<file path="src/rtl/arpc_pkg.sv">
`timescale 1ns / 1ps

package arpc_pkg;

    localparam int IP_W  = 32;
    localparam int MAC_W = 48;
    localparam int ACT_W = 2;
    localparam int CNT_W = 16;

    // action codes carried on the input tuser
    localparam logic [ACT_W-1:0] ACT_LOOKUP = 2'd0;
    localparam logic [ACT_W-1:0] ACT_ADD    = 2'd1;
    localparam logic [ACT_W-1:0] ACT_TICK   = 2'd2;

    localparam logic [CNT_W-1:0] FLUSH_PERIOD_RESET = 16'd60;
    localparam logic [CNT_W-1:0] COUNTER_MAX        = 16'hFFFF;

    // search word handed from cell to cell
    typedef struct packed {
        logic             valid;
        logic [ACT_W-1:0] action;
        logic [IP_W-1:0]  ip;
        logic [MAC_W-1:0] mac;
        logic             hit;
        logic [MAC_W-1:0] found;
    } probe_t;

    // table maintenance broadcast to every cell
    typedef struct packed {
        logic             flush;
        logic             write;
        logic [IP_W-1:0]  ip;
        logic [MAC_W-1:0] mac;
    } cell_cmd_t;

endpackage

</file>
<file path="src/rtl/arp_cache_table.sv">
`timescale 1ns / 1ps
// ARP cache: maps IPv4 addresses to MAC addresses in a table of ENTRIES slots.
// Input stream: s_tuser carries the action (lookup, add/update, tick),
// s_tdata carries the IP address and the MAC to store. Every input word
// gives exactly one output word: m_tuser is the hit flag, m_tdata the MAC
// found on a lookup hit (zero otherwise).
// flush_period is written on the cfg channel (cfg_ready is always high)
// and should only be changed while the table is idle.
// Each word walks down a row of ENTRIES cells, one cell per cycle, each cell
// holding one slot; an add that misses then fills the slot at the
// round-robin pointer, a lookup miss past the flush period clears all slots.
// One word is in flight at a time; s_tready rises again in the same cycle
// as the output word is loaded, so no new word is taken before the last
// one has finished its walk through the cell row and reached the output.
// After reset all slots are empty, the pointer and flush counter are zero
// and the flush period is 60. A stalled m_tready holds the output word; the
// next input word is still taken and waits at the end of its walk until the
// output register frees up.
module arp_cache_table
    import arpc_pkg::*;
#(
    parameter int ENTRIES = 8
)
(
    input  logic        clk,
    input  logic        rst_n,
    // input stream
    input  logic        s_tvalid,
    output logic        s_tready,
    input  logic [79:0] s_tdata,   // ip_addr[31:0], entry_mac[79:32]
    input  logic [1:0]  s_tuser,   // action[1:0]
    // output stream
    output logic        m_tvalid,
    input  logic        m_tready,
    output logic [47:0] m_tdata,   // found_mac[47:0]
    output logic        m_tuser,   // hit
    // configuration
    input  logic        cfg_valid,
    output logic        cfg_ready,
    input  logic [15:0] cfg_data   // flush_period
);

    localparam int PTR_W = (ENTRIES > 1) ? $clog2(ENTRIES) : 1;

    typedef enum logic [1:0] {
        ST_IDLE,
        ST_SCAN,
        ST_DONE
    } state_t;

    state_t           state_reg;
    logic             launch_reg;
    logic             out_valid_reg;
    logic             cmd_flush_reg;
    logic             cmd_write_reg;
    logic [PTR_W-1:0] ptr_reg;
    logic [CNT_W-1:0] counter_reg;
    logic [CNT_W-1:0] period_reg;

    logic [ACT_W-1:0] action_reg;
    logic [IP_W-1:0]  ip_reg;
    logic [MAC_W-1:0] mac_reg;
    logic             res_hit_reg;
    logic [MAC_W-1:0] res_found_reg;
    logic             out_hit_reg;
    logic [MAC_W-1:0] out_mac_reg;

    logic             in_fire;
    logic             done_fire;
    cell_cmd_t        cmd;
    probe_t           probe_chain [0:ENTRIES];

    assign s_tready  = (state_reg == ST_IDLE);
    assign in_fire   = s_tvalid && s_tready;
    assign done_fire = (state_reg == ST_DONE) && (!out_valid_reg || m_tready);
    assign cfg_ready = 1'b1;
    assign m_tvalid  = out_valid_reg;
    assign m_tdata   = out_mac_reg;
    assign m_tuser   = out_hit_reg;

    // broadcast maintenance to the cells
    assign cmd.flush = cmd_flush_reg;
    assign cmd.write = cmd_write_reg;
    assign cmd.ip    = ip_reg;
    assign cmd.mac   = mac_reg;

    // word entering the first cell
    assign probe_chain[0].valid  = launch_reg;
    assign probe_chain[0].action = action_reg;
    assign probe_chain[0].ip     = ip_reg;
    assign probe_chain[0].mac    = mac_reg;
    assign probe_chain[0].hit    = 1'b0;
    assign probe_chain[0].found  = '0;

    // row of table cells
    for (genvar i = 0; i < ENTRIES; i++)
    begin : g_cell
        arpc_cell u_cell (
            .clk       (clk),
            .rst_n     (rst_n),
            .probe_in  (probe_chain[i]),
            .probe_out (probe_chain[i+1]),
            .cmd       (cmd),
            .sel       (ptr_reg == PTR_W'(i))
        );
    end

    // control state machine
    always_ff @(posedge clk or negedge rst_n)
    begin
        if (!rst_n)
        begin
            state_reg     <= ST_IDLE;
            launch_reg    <= 1'b0;
            out_valid_reg <= 1'b0;
            cmd_flush_reg <= 1'b0;
            cmd_write_reg <= 1'b0;
            ptr_reg       <= '0;
            counter_reg   <= '0;
            period_reg    <= FLUSH_PERIOD_RESET;
        end
        else
        begin
            launch_reg    <= 1'b0;
            cmd_flush_reg <= 1'b0;
            cmd_write_reg <= 1'b0;
            if (cfg_valid)
            begin
                period_reg <= cfg_data;
            end
            // output word loaded or drained
            if (done_fire)
            begin
                out_valid_reg <= 1'b1;
            end
            else if (out_valid_reg && m_tready)
            begin
                out_valid_reg <= 1'b0;
            end
            // step the round-robin pointer once the new slot is written
            if (cmd_write_reg)
            begin
                if (ptr_reg == PTR_W'(ENTRIES - 1))
                begin
                    ptr_reg <= '0;
                end
                else
                begin
                    ptr_reg <= ptr_reg + 1'b1;
                end
            end
            case (state_reg)
                ST_IDLE:
                begin
                    if (in_fire)
                    begin
                        launch_reg <= 1'b1;
                        state_reg  <= ST_SCAN;
                    end
                end
                ST_SCAN:
                begin
                    if (probe_chain[ENTRIES].valid)
                    begin
                        state_reg <= ST_DONE;
                    end
                end
                ST_DONE:
                begin
                    if (done_fire)
                    begin
                        state_reg <= ST_IDLE;
                        case (action_reg)
                            ACT_LOOKUP:
                            begin
                                if (!res_hit_reg && (counter_reg >= period_reg))
                                begin
                                    cmd_flush_reg <= 1'b1;
                                    counter_reg   <= '0;
                                end
                            end
                            ACT_ADD:
                            begin
                                if (!res_hit_reg)
                                begin
                                    cmd_write_reg <= 1'b1;
                                end
                            end
                            ACT_TICK:
                            begin
                                if (counter_reg != COUNTER_MAX)
                                begin
                                    counter_reg <= counter_reg + 1'b1;
                                end
                            end
                            default:
                            begin
                                counter_reg <= counter_reg;
                            end
                        endcase
                    end
                end
                default:
                begin
                    state_reg <= ST_IDLE;
                end
            endcase
        end
    end

    // item, scan result and output word
    always_ff @(posedge clk)
    begin
        if (in_fire)
        begin
            action_reg <= s_tuser;
            ip_reg     <= s_tdata[31:0];
            mac_reg    <= s_tdata[79:32];
        end
        if ((state_reg == ST_SCAN) && probe_chain[ENTRIES].valid)
        begin
            res_hit_reg   <= probe_chain[ENTRIES].hit;
            res_found_reg <= probe_chain[ENTRIES].found;
        end
        if (done_fire)
        begin
            out_hit_reg <= res_hit_reg;
            out_mac_reg <= res_found_reg;
        end
    end

endmodule

</file>
<file path="src/rtl/arpc_cell.sv">
`timescale 1ns / 1ps

module arpc_cell
    import arpc_pkg::*;
(
    input  logic      clk,
    input  logic      rst_n,
    input  probe_t    probe_in,
    output probe_t    probe_out,
    input  cell_cmd_t cmd,
    input  logic      sel
);

    logic             ent_valid_reg;
    logic [IP_W-1:0]  ent_ip_reg;
    logic [MAC_W-1:0] ent_mac_reg;
    logic             probe_valid_reg;
    probe_t           probe_data_reg;
    probe_t           probe_next;
    logic             match;

    // compare the passing word against this entry
    assign match = ent_valid_reg && (ent_ip_reg == probe_in.ip);

    // first hit wins on lookup, any hit counts on add
    always_comb
    begin
        probe_next = probe_in;
        case (probe_in.action)
            ACT_LOOKUP:
            begin
                if (match && !probe_in.hit)
                begin
                    probe_next.hit   = 1'b1;
                    probe_next.found = ent_mac_reg;
                end
            end
            ACT_ADD:
            begin
                if (match)
                begin
                    probe_next.hit = 1'b1;
                end
            end
            default:
            begin
                probe_next = probe_in;
            end
        endcase
    end

    // entry valid bit
    always_ff @(posedge clk or negedge rst_n)
    begin
        if (!rst_n)
        begin
            ent_valid_reg   <= 1'b0;
            probe_valid_reg <= 1'b0;
        end
        else
        begin
            probe_valid_reg <= probe_in.valid;
            if (cmd.flush)
            begin
                ent_valid_reg <= 1'b0;
            end
            else if (cmd.write && sel)
            begin
                ent_valid_reg <= 1'b1;
            end
        end
    end

    // entry contents and the word handed to the next cell
    always_ff @(posedge clk)
    begin
        probe_data_reg <= probe_next;
        if (cmd.write && sel)
        begin
            ent_ip_reg  <= cmd.ip;
            ent_mac_reg <= cmd.mac;
        end
        else if (probe_in.valid && (probe_in.action == ACT_ADD) && match)
        begin
            ent_mac_reg <= probe_in.mac;
        end
    end

    always_comb
    begin
        probe_out       = probe_data_reg;
        probe_out.valid = probe_valid_reg;
    end

endmodule

</file>
<file path="config.mk">
export PLATFORM = sky130hd
export DESIGN_NAME = arp_cache_table
export DESIGN_NICKNAME = d
export VERILOG_FILES = /design/src/rtl/arpc_pkg.sv /design/src/rtl/arp_cache_table.sv /design/src/rtl/arpc_cell.sv
export SDC_FILE = /design/constraint.sdc
export NUM_CORES = 2
export LEC_CHECK = 0
export BUFFER_PORTS_ARGS = -buffer_cell sky130_fd_sc_hd__buf_2
export CAP_MARGIN = 20
export CELL_PAD_IN_SITES_DETAIL_PLACEMENT = 1
export CELL_PAD_IN_SITES_GLOBAL_PLACEMENT = 1
export CORE_UTILIZATION = 57
export CTS_CLUSTER_DIAMETER = 100
export CTS_CLUSTER_SIZE = 16
export DETAILED_ROUTE_END_ITERATION = 12
export PLACE_DENSITY = 0.94
export SLEW_MARGIN = 20
export SYNTH_ARGS = -nofsm -noshare
export SYNTH_HDL_FRONTEND = slang
export SYNTH_SLANG_ARGS = --single-unit
</file>
<file path="constraint.sdc">
create_clock -name clk -period 9.94 [get_ports clk]
set_clock_uncertainty 0.15 [all_clocks]
set_input_delay 0.994 -clock clk [delete_from_list [all_inputs] [get_ports clk]]
set_output_delay 0.994 -clock clk [all_outputs]
set_load 0.02 [all_outputs]
</file>
# Word-level counts from Yosys, hierarchy flattened
# Cells that the tools add are included.
dict set report totals {
  reg_bits 1843
  in_bits 103
  output_inout_bits 52
}
dict set report classes {
  n_mux 83
  eq_ne 32
  order_cmp 1
  n_addsub 2
  n_reduce_logical 85
}
# op count
set ops {}
lappend ops {{48-bit 2-to-1 mux} 23}
lappend ops {{49-bit 2-to-1 mux} 8}
lappend ops {{32-bit == test} 8}
lappend ops {{1-bit logical AND} 44}
lappend ops {{1-bit 2-to-1 mux} 36}
lappend ops {{2-bit nonzero test} 18}
lappend ops {{16-bit 2-to-1 mux} 2}
lappend ops {{16-bit case mux with 2 select lines} 1}
lappend ops {{2-bit by 1-bit == test with 1-bit output (second input constant)} 9}
lappend ops {{2-bit zero test} 9}
lappend ops {{16-bit by 1-bit adder with 16-bit output (second input constant)} 1}
lappend ops {{16-bit >= comparator} 1}
lappend ops {{16-bit inequality test (second input constant)} 1}
lappend ops {{1-bit case mux with 2 select lines} 8}
lappend ops {{3-bit == test (second input constant)} 4}
lappend ops {{1-bit zero test} 9}
lappend ops {{3-bit by 2-bit == test with 1-bit output (second input constant)} 2}
lappend ops {{2-bit 2-to-1 mux} 3}
lappend ops {{2-bit inequality test (second input constant)} 3}
lappend ops {{2-bit case mux with 3 select lines} 1}
lappend ops {{5-bit AND reduction} 1}
lappend ops {{2-bit == test (second input constant)} 2}
lappend ops {{2-bit by 1-bit inequality test with 1-bit output (second input constant)} 2}
lappend ops {{3-bit by 1-bit adder with 3-bit output (second input constant)} 1}
lappend ops {{other kinds (6)} 6}

# Longest topological paths before layout
dict set report depth {
  depth_word 6
  ltp_mapped 9
}

# Hierarchy
# A second synthesis with hierarchy kept.
dict set report unflattened {
  hier_cells 3444
  area_unflattened_um2 61798.0
}
# mod area_per_inst_um2 instances cells_each seq_area_each_um2
set by_module_without_submodules {}
lappend by_module_without_submodules {arpc_cell 6740.2 8 375 5074.9}
lappend by_module_without_submodules {arp_cache_table 7876.3 1 444 6436.2}

# Worst setup path before layout
# No wires, ideal clock.
dict set report synth_path {
  kind {register -> register}
  from {register g_cell[2].u_cell.ent_ip_reg[8]}
  to {register g_cell[2].u_cell.ent_mac_reg[0] (enable)}
  slack_ns 4.333
  arrival_time_ns 4.937
  required_ns 9.270
  n_path_buf 0
  setup_time_ns 0.520
  path_stages_with_launch 5
  cell_sequence {edfxtp_1 -> a222oi_1 -> or4b_1 -> or4_1 -> o21ai_0}
}
dict set report synth_between {
  elab_chain_cells 4
}
# item line
set synth_rtl {}
lappend synth_rtl {{start, declared} arpc_cell.sv:15} ;# logic [IP_W-1:0] ent_ip_reg;
lappend synth_rtl {{start signal, assigned} arpc_cell.sv:80} ;# ent_ip_reg <= cmd.ip;
lappend synth_rtl {{32-bit == test} arpc_cell.sv:23} ;# assign match = ent_valid_reg && (ent_ip_reg == probe_in.ip);
lappend synth_rtl {{1-bit logical AND} arpc_cell.sv:23}
lappend synth_rtl {{1-bit logical AND} arpc_cell.sv:83} ;# else if (probe_in.valid && (probe_in.action == ACT_ADD) && match)
lappend synth_rtl {{2-bit nonzero test (no line)} n/a}
lappend synth_rtl {{end signal, assigned} arpc_cell.sv:81} ;# ent_mac_reg <= cmd.mac;
lappend synth_rtl {{end signal, assigned} arpc_cell.sv:85} ;# ent_mac_reg <= probe_in.mac;
lappend synth_rtl {{end, declared} arpc_cell.sv:16} ;# logic [MAC_W-1:0] ent_mac_reg;
# Every way passes these cells.
# A chain may end at the register's enable or synchronous reset.

# Worst setup path after layout
dict set report layout_path {
  from {register g_cell[6].u_cell.ent_ip_reg[26]}
  to {register g_cell[6].u_cell.ent_mac_reg[45] (enable)}
}
dict set report layout_between {
  elab_chain_cells 4
}
# item line
set layout_rtl {}
lappend layout_rtl {{start, declared} arpc_cell.sv:15}
lappend layout_rtl {{start signal, assigned} arpc_cell.sv:80}
lappend layout_rtl {{32-bit == test} arpc_cell.sv:23}
lappend layout_rtl {{1-bit logical AND} arpc_cell.sv:23}
lappend layout_rtl {{1-bit logical AND} arpc_cell.sv:83}
lappend layout_rtl {{2-bit nonzero test (no line)} n/a}
lappend layout_rtl {{end signal, assigned} arpc_cell.sv:81}
lappend layout_rtl {{end signal, assigned} arpc_cell.sv:85}
lappend layout_rtl {{end, declared} arpc_cell.sv:16}
# Every way passes these cells.

==> run_results.csv <==
group,metric,value,unit
run_status,status,"completed",
synthesis,synth_edf_count,820,
worst_setup_path,cp_cell_sequence,"xor2_1 -> nor4_1 -> nand4_1 -> or4_1 -> o21ai_4 -> buf_4",
synthesis,synthFlopType,"dfxtp_1",
sta,min_period_over_period,42.7,%
die,rows,116,
clock_tree,clock_latency,780,ps
sta,worstMarginPinSlew,1110,ps
placed_design,dp_cells,4838,
sta,max-slew-margin-rel,26.0,%
global_routing,grt_overflow,0,
worst_setup_path,reg2reg_depth,6,
sta,setup_tns,0,ps
worst_setup_path,path_class,"flip-flop to flip-flop",
route,dr.pass1.iters,5,
sta,finalHoldViolCount,0,
worst_setup_path,slowest_delay,820,ps
sta,rsz0062_at_grt,"false",
die,dieArea,103000,µm²
synthesis,netlist_instances,3380,
global_routing,grt_pass1_wl,237,mm
synthesis,ys_seq_area_share,78.2,%
clock_tree,htreeDepth,4,
sta,min_period,4250,ps
synthesis,yosysWarnings,0,
die,core,101000,µm²
route,ant_nets,0,
synthesis,netlist-cell-type-count,50,
global_routing,grt_use_total,32.2,%
clock_tree,cts_hold_buf,0,
global_routing,antenna_found_initial,9,
clock_tree,path_clk_slew,80,ps
route,routed_wl,164,mm
layout,stdcell_count,5082,
layout,syn_to_final_growth,11.3,%
placed_design,io_buffers,153,
synthesis,synthTopCellsByArea,"edfxtp_1 (42%), dfxtp_1 (33%), mux2_2 (12%)",
worst_setup_path,crit_fanout,29,
route,drc,0,
worst_setup_path,crit_path_start_kind,"flip-flop",
synthesis,yosysMostFrequentCell,"dfxtp_1",
job,maxCapViolations,0,
route,vias_per_cell,5.89,
clock_tree,clock_path_buffers,3,
layout,nets,3744,
route,routedWlPerCell,32.2,µm
power_and_ir_drop,leakagePower,24.2,nW
sta,fmax,0.235,GHz
power_and_ir_drop,vdd_drop_max,0.193,mV
synthesis,syn_area_per_cell,17.2,µm²
global_routing,grt_max_degree,62,
worst_setup_path,arrival,4480,ps
die,start_util,57.7,%
sta,setup_viol,0,
synthesis,syn_area,58100,µm²
global_routing,grt_pass1_vias,33200,
die,die_h,321,µm
clock_tree,cts_made_buffers,133,
layout,post-route-util,64.2,%
synthesis,synth_common_cells,"dfxtp_1 (966), edfxtp_1 (820), mux2_2 (605), nand2_1 (192), xnor2_1 (152)",
hold_path,holdPathStages,0,
clock_tree,clock_sinks,1843,
power_and_ir_drop,power.density_cell_area,228,nW/µm²
worst_setup_path,endpoint_kind,"flip-flop",
die,io_pins,155,
synthesis,synthArstFlopShare,3.09,%
layout,layout-drive-gt1-share,26.8,%
sta,slew_violations,0,
clock_tree,cts_tree,"built",
synthesis,synth_area_leader_cell,"edfxtp_1",
synthesis,yosysTopAreaCellShare,42.4,%
synthesis,syn_nets,3506,
clock_tree,ctsResizeCount,0,
placed_design,place.gp.congestion,0.831,
route,drtIter0Drc,3048,
hold_path,hp-class,"flip-flop to flip-flop",
die,die_w,321,µm
worst_setup_path,slowest_stage,"o21ai_4",
clock_tree,cts_setup_buffers,0,
route,vias,29900,
layout,largest_reg_flops,966,
synthesis,synth-seq-cells,1843,
worst_setup_path,required,10170,ps
sta,hold_ws,198,ps
placed_design,hpwl,89.1,mm
clock_tree,root_buffer,"clkbuf_16",
per-stage QoR:
stage	worst slack (ps)	area [µm²]	total power, mW
4_1_cts	5740	64600	14.7
6_report	5690	64600	14.7
3_3_place_gp	6130	60600	9.32
3_5_place_dp	5960	60600	9.45
5_1_grt	5770	64600	15.1
2_1_floorplan	4330	58100	9.05
layer usage:
metal	vias to the layer above	routed length (µm)	part of all wire, %	GRT usage, %
li1	12500	-	-	-
met1	15600	62200	38	39.0
met2	1405	83900	51	56.3
met3	439	10300	6.3	5.23
met4	2	7430	4.5	14.8
met5	-	12	0.0073	0
worst max-delay path: cells and delay by family (launching register included):
kind,cells,cell delay (ps)
buf+inv,1,700
compound gates,1,820
xor+xnor,1,170
flops,1,420
simple gates,3,1570
worst paths after layout:
kind                                                            from                                    endpoint  slack, ps
max                        g_cell[6].u_cell.ent_ip_reg[26]$_DFFE_PP_  g_cell[6].u_cell.ent_mac_reg[45]$_DFFE_PP_       5690
max in group asynchronous                                      rst_n                  counter_reg[9]$_DFFE_PN0P_       8600
min in group asynchronous                                      rst_n  g_cell[2].u_cell.ent_valid_reg$_DFFE_PN0P_        240
max reg2reg                g_cell[6].u_cell.ent_ip_reg[26]$_DFFE_PP_  g_cell[6].u_cell.ent_mac_reg[45]$_DFFE_PP_       5690
min                           g_cell[4].u_cell.probe_out[90]$_DFF_P_      g_cell[5].u_cell.probe_out[90]$_DFF_P_        200
min reg2reg                   g_cell[4].u_cell.probe_out[90]$_DFF_P_      g_cell[5].u_cell.probe_out[90]$_DFF_P_        200
kinds of logic (layout without fill, tap and decap cells):
group,count (synthesis),count (layout),share of synthesized area [%]
adder cells (fa/ha/maj),23,23,0.496
buffers and inverters,130,473,0.907
flip-flops,1843,1843,78.2
other,1,3,0.00646
AND/OR/NAND/NOR,424,424,3.56
XOR/XNOR,247,247,3.73
multiplexers,625,625,12.2
AO/OA/AOI/OAI,87,87,0.892
power by group:
| part | internal (mW) | switching, mW |
|---|---|---|
| combinational | 0.228 | 0.314 |
| sequential | 8.38 | 0.445 |
| clock | 2.63 | 2.72 |
| total | 11.2 | 3.48 |
cell usage in the layout (no fill, tap or decap), drive strengths merged, types with 12 or more instances in the layout:
| cell type | n |
|---|---|
| a21oi | 14 |
| and2 | 53 |
| buf | 192 |
| clkbuf | 231 |
| dfrtp | 53 |
| dfxtp | 966 |
| edfxtp | 820 |
| ha | 23 |
| inv | 43 |
| mux2 | 625 |
| nand2 | 192 |
| nand2b | 12 |
| nand3 | 22 |
| nand4 | 44 |
| nor2 | 31 |
| nor3 | 19 |
| nor4 | 27 |
| o21ai | 45 |
| xnor2 | 152 |
| xor2 | 95 |
cell type report:
cell class / count / area (µm²)
Timing Repair Buffer: 192 / 1100
Clock inverter: 9 / 130
Sequential cell: 1843 / 45400
Antenna cell: 2 / 5.00
Inverter: 41 / 156
Clock buffer: 231 / 3800
Fill cell: 8558 / 36000
Tap cell: 1357 / 1700
Multi-Input combinational cell: 1407 / 12300
No activity file was read; power rests on OpenSTA's default activity.
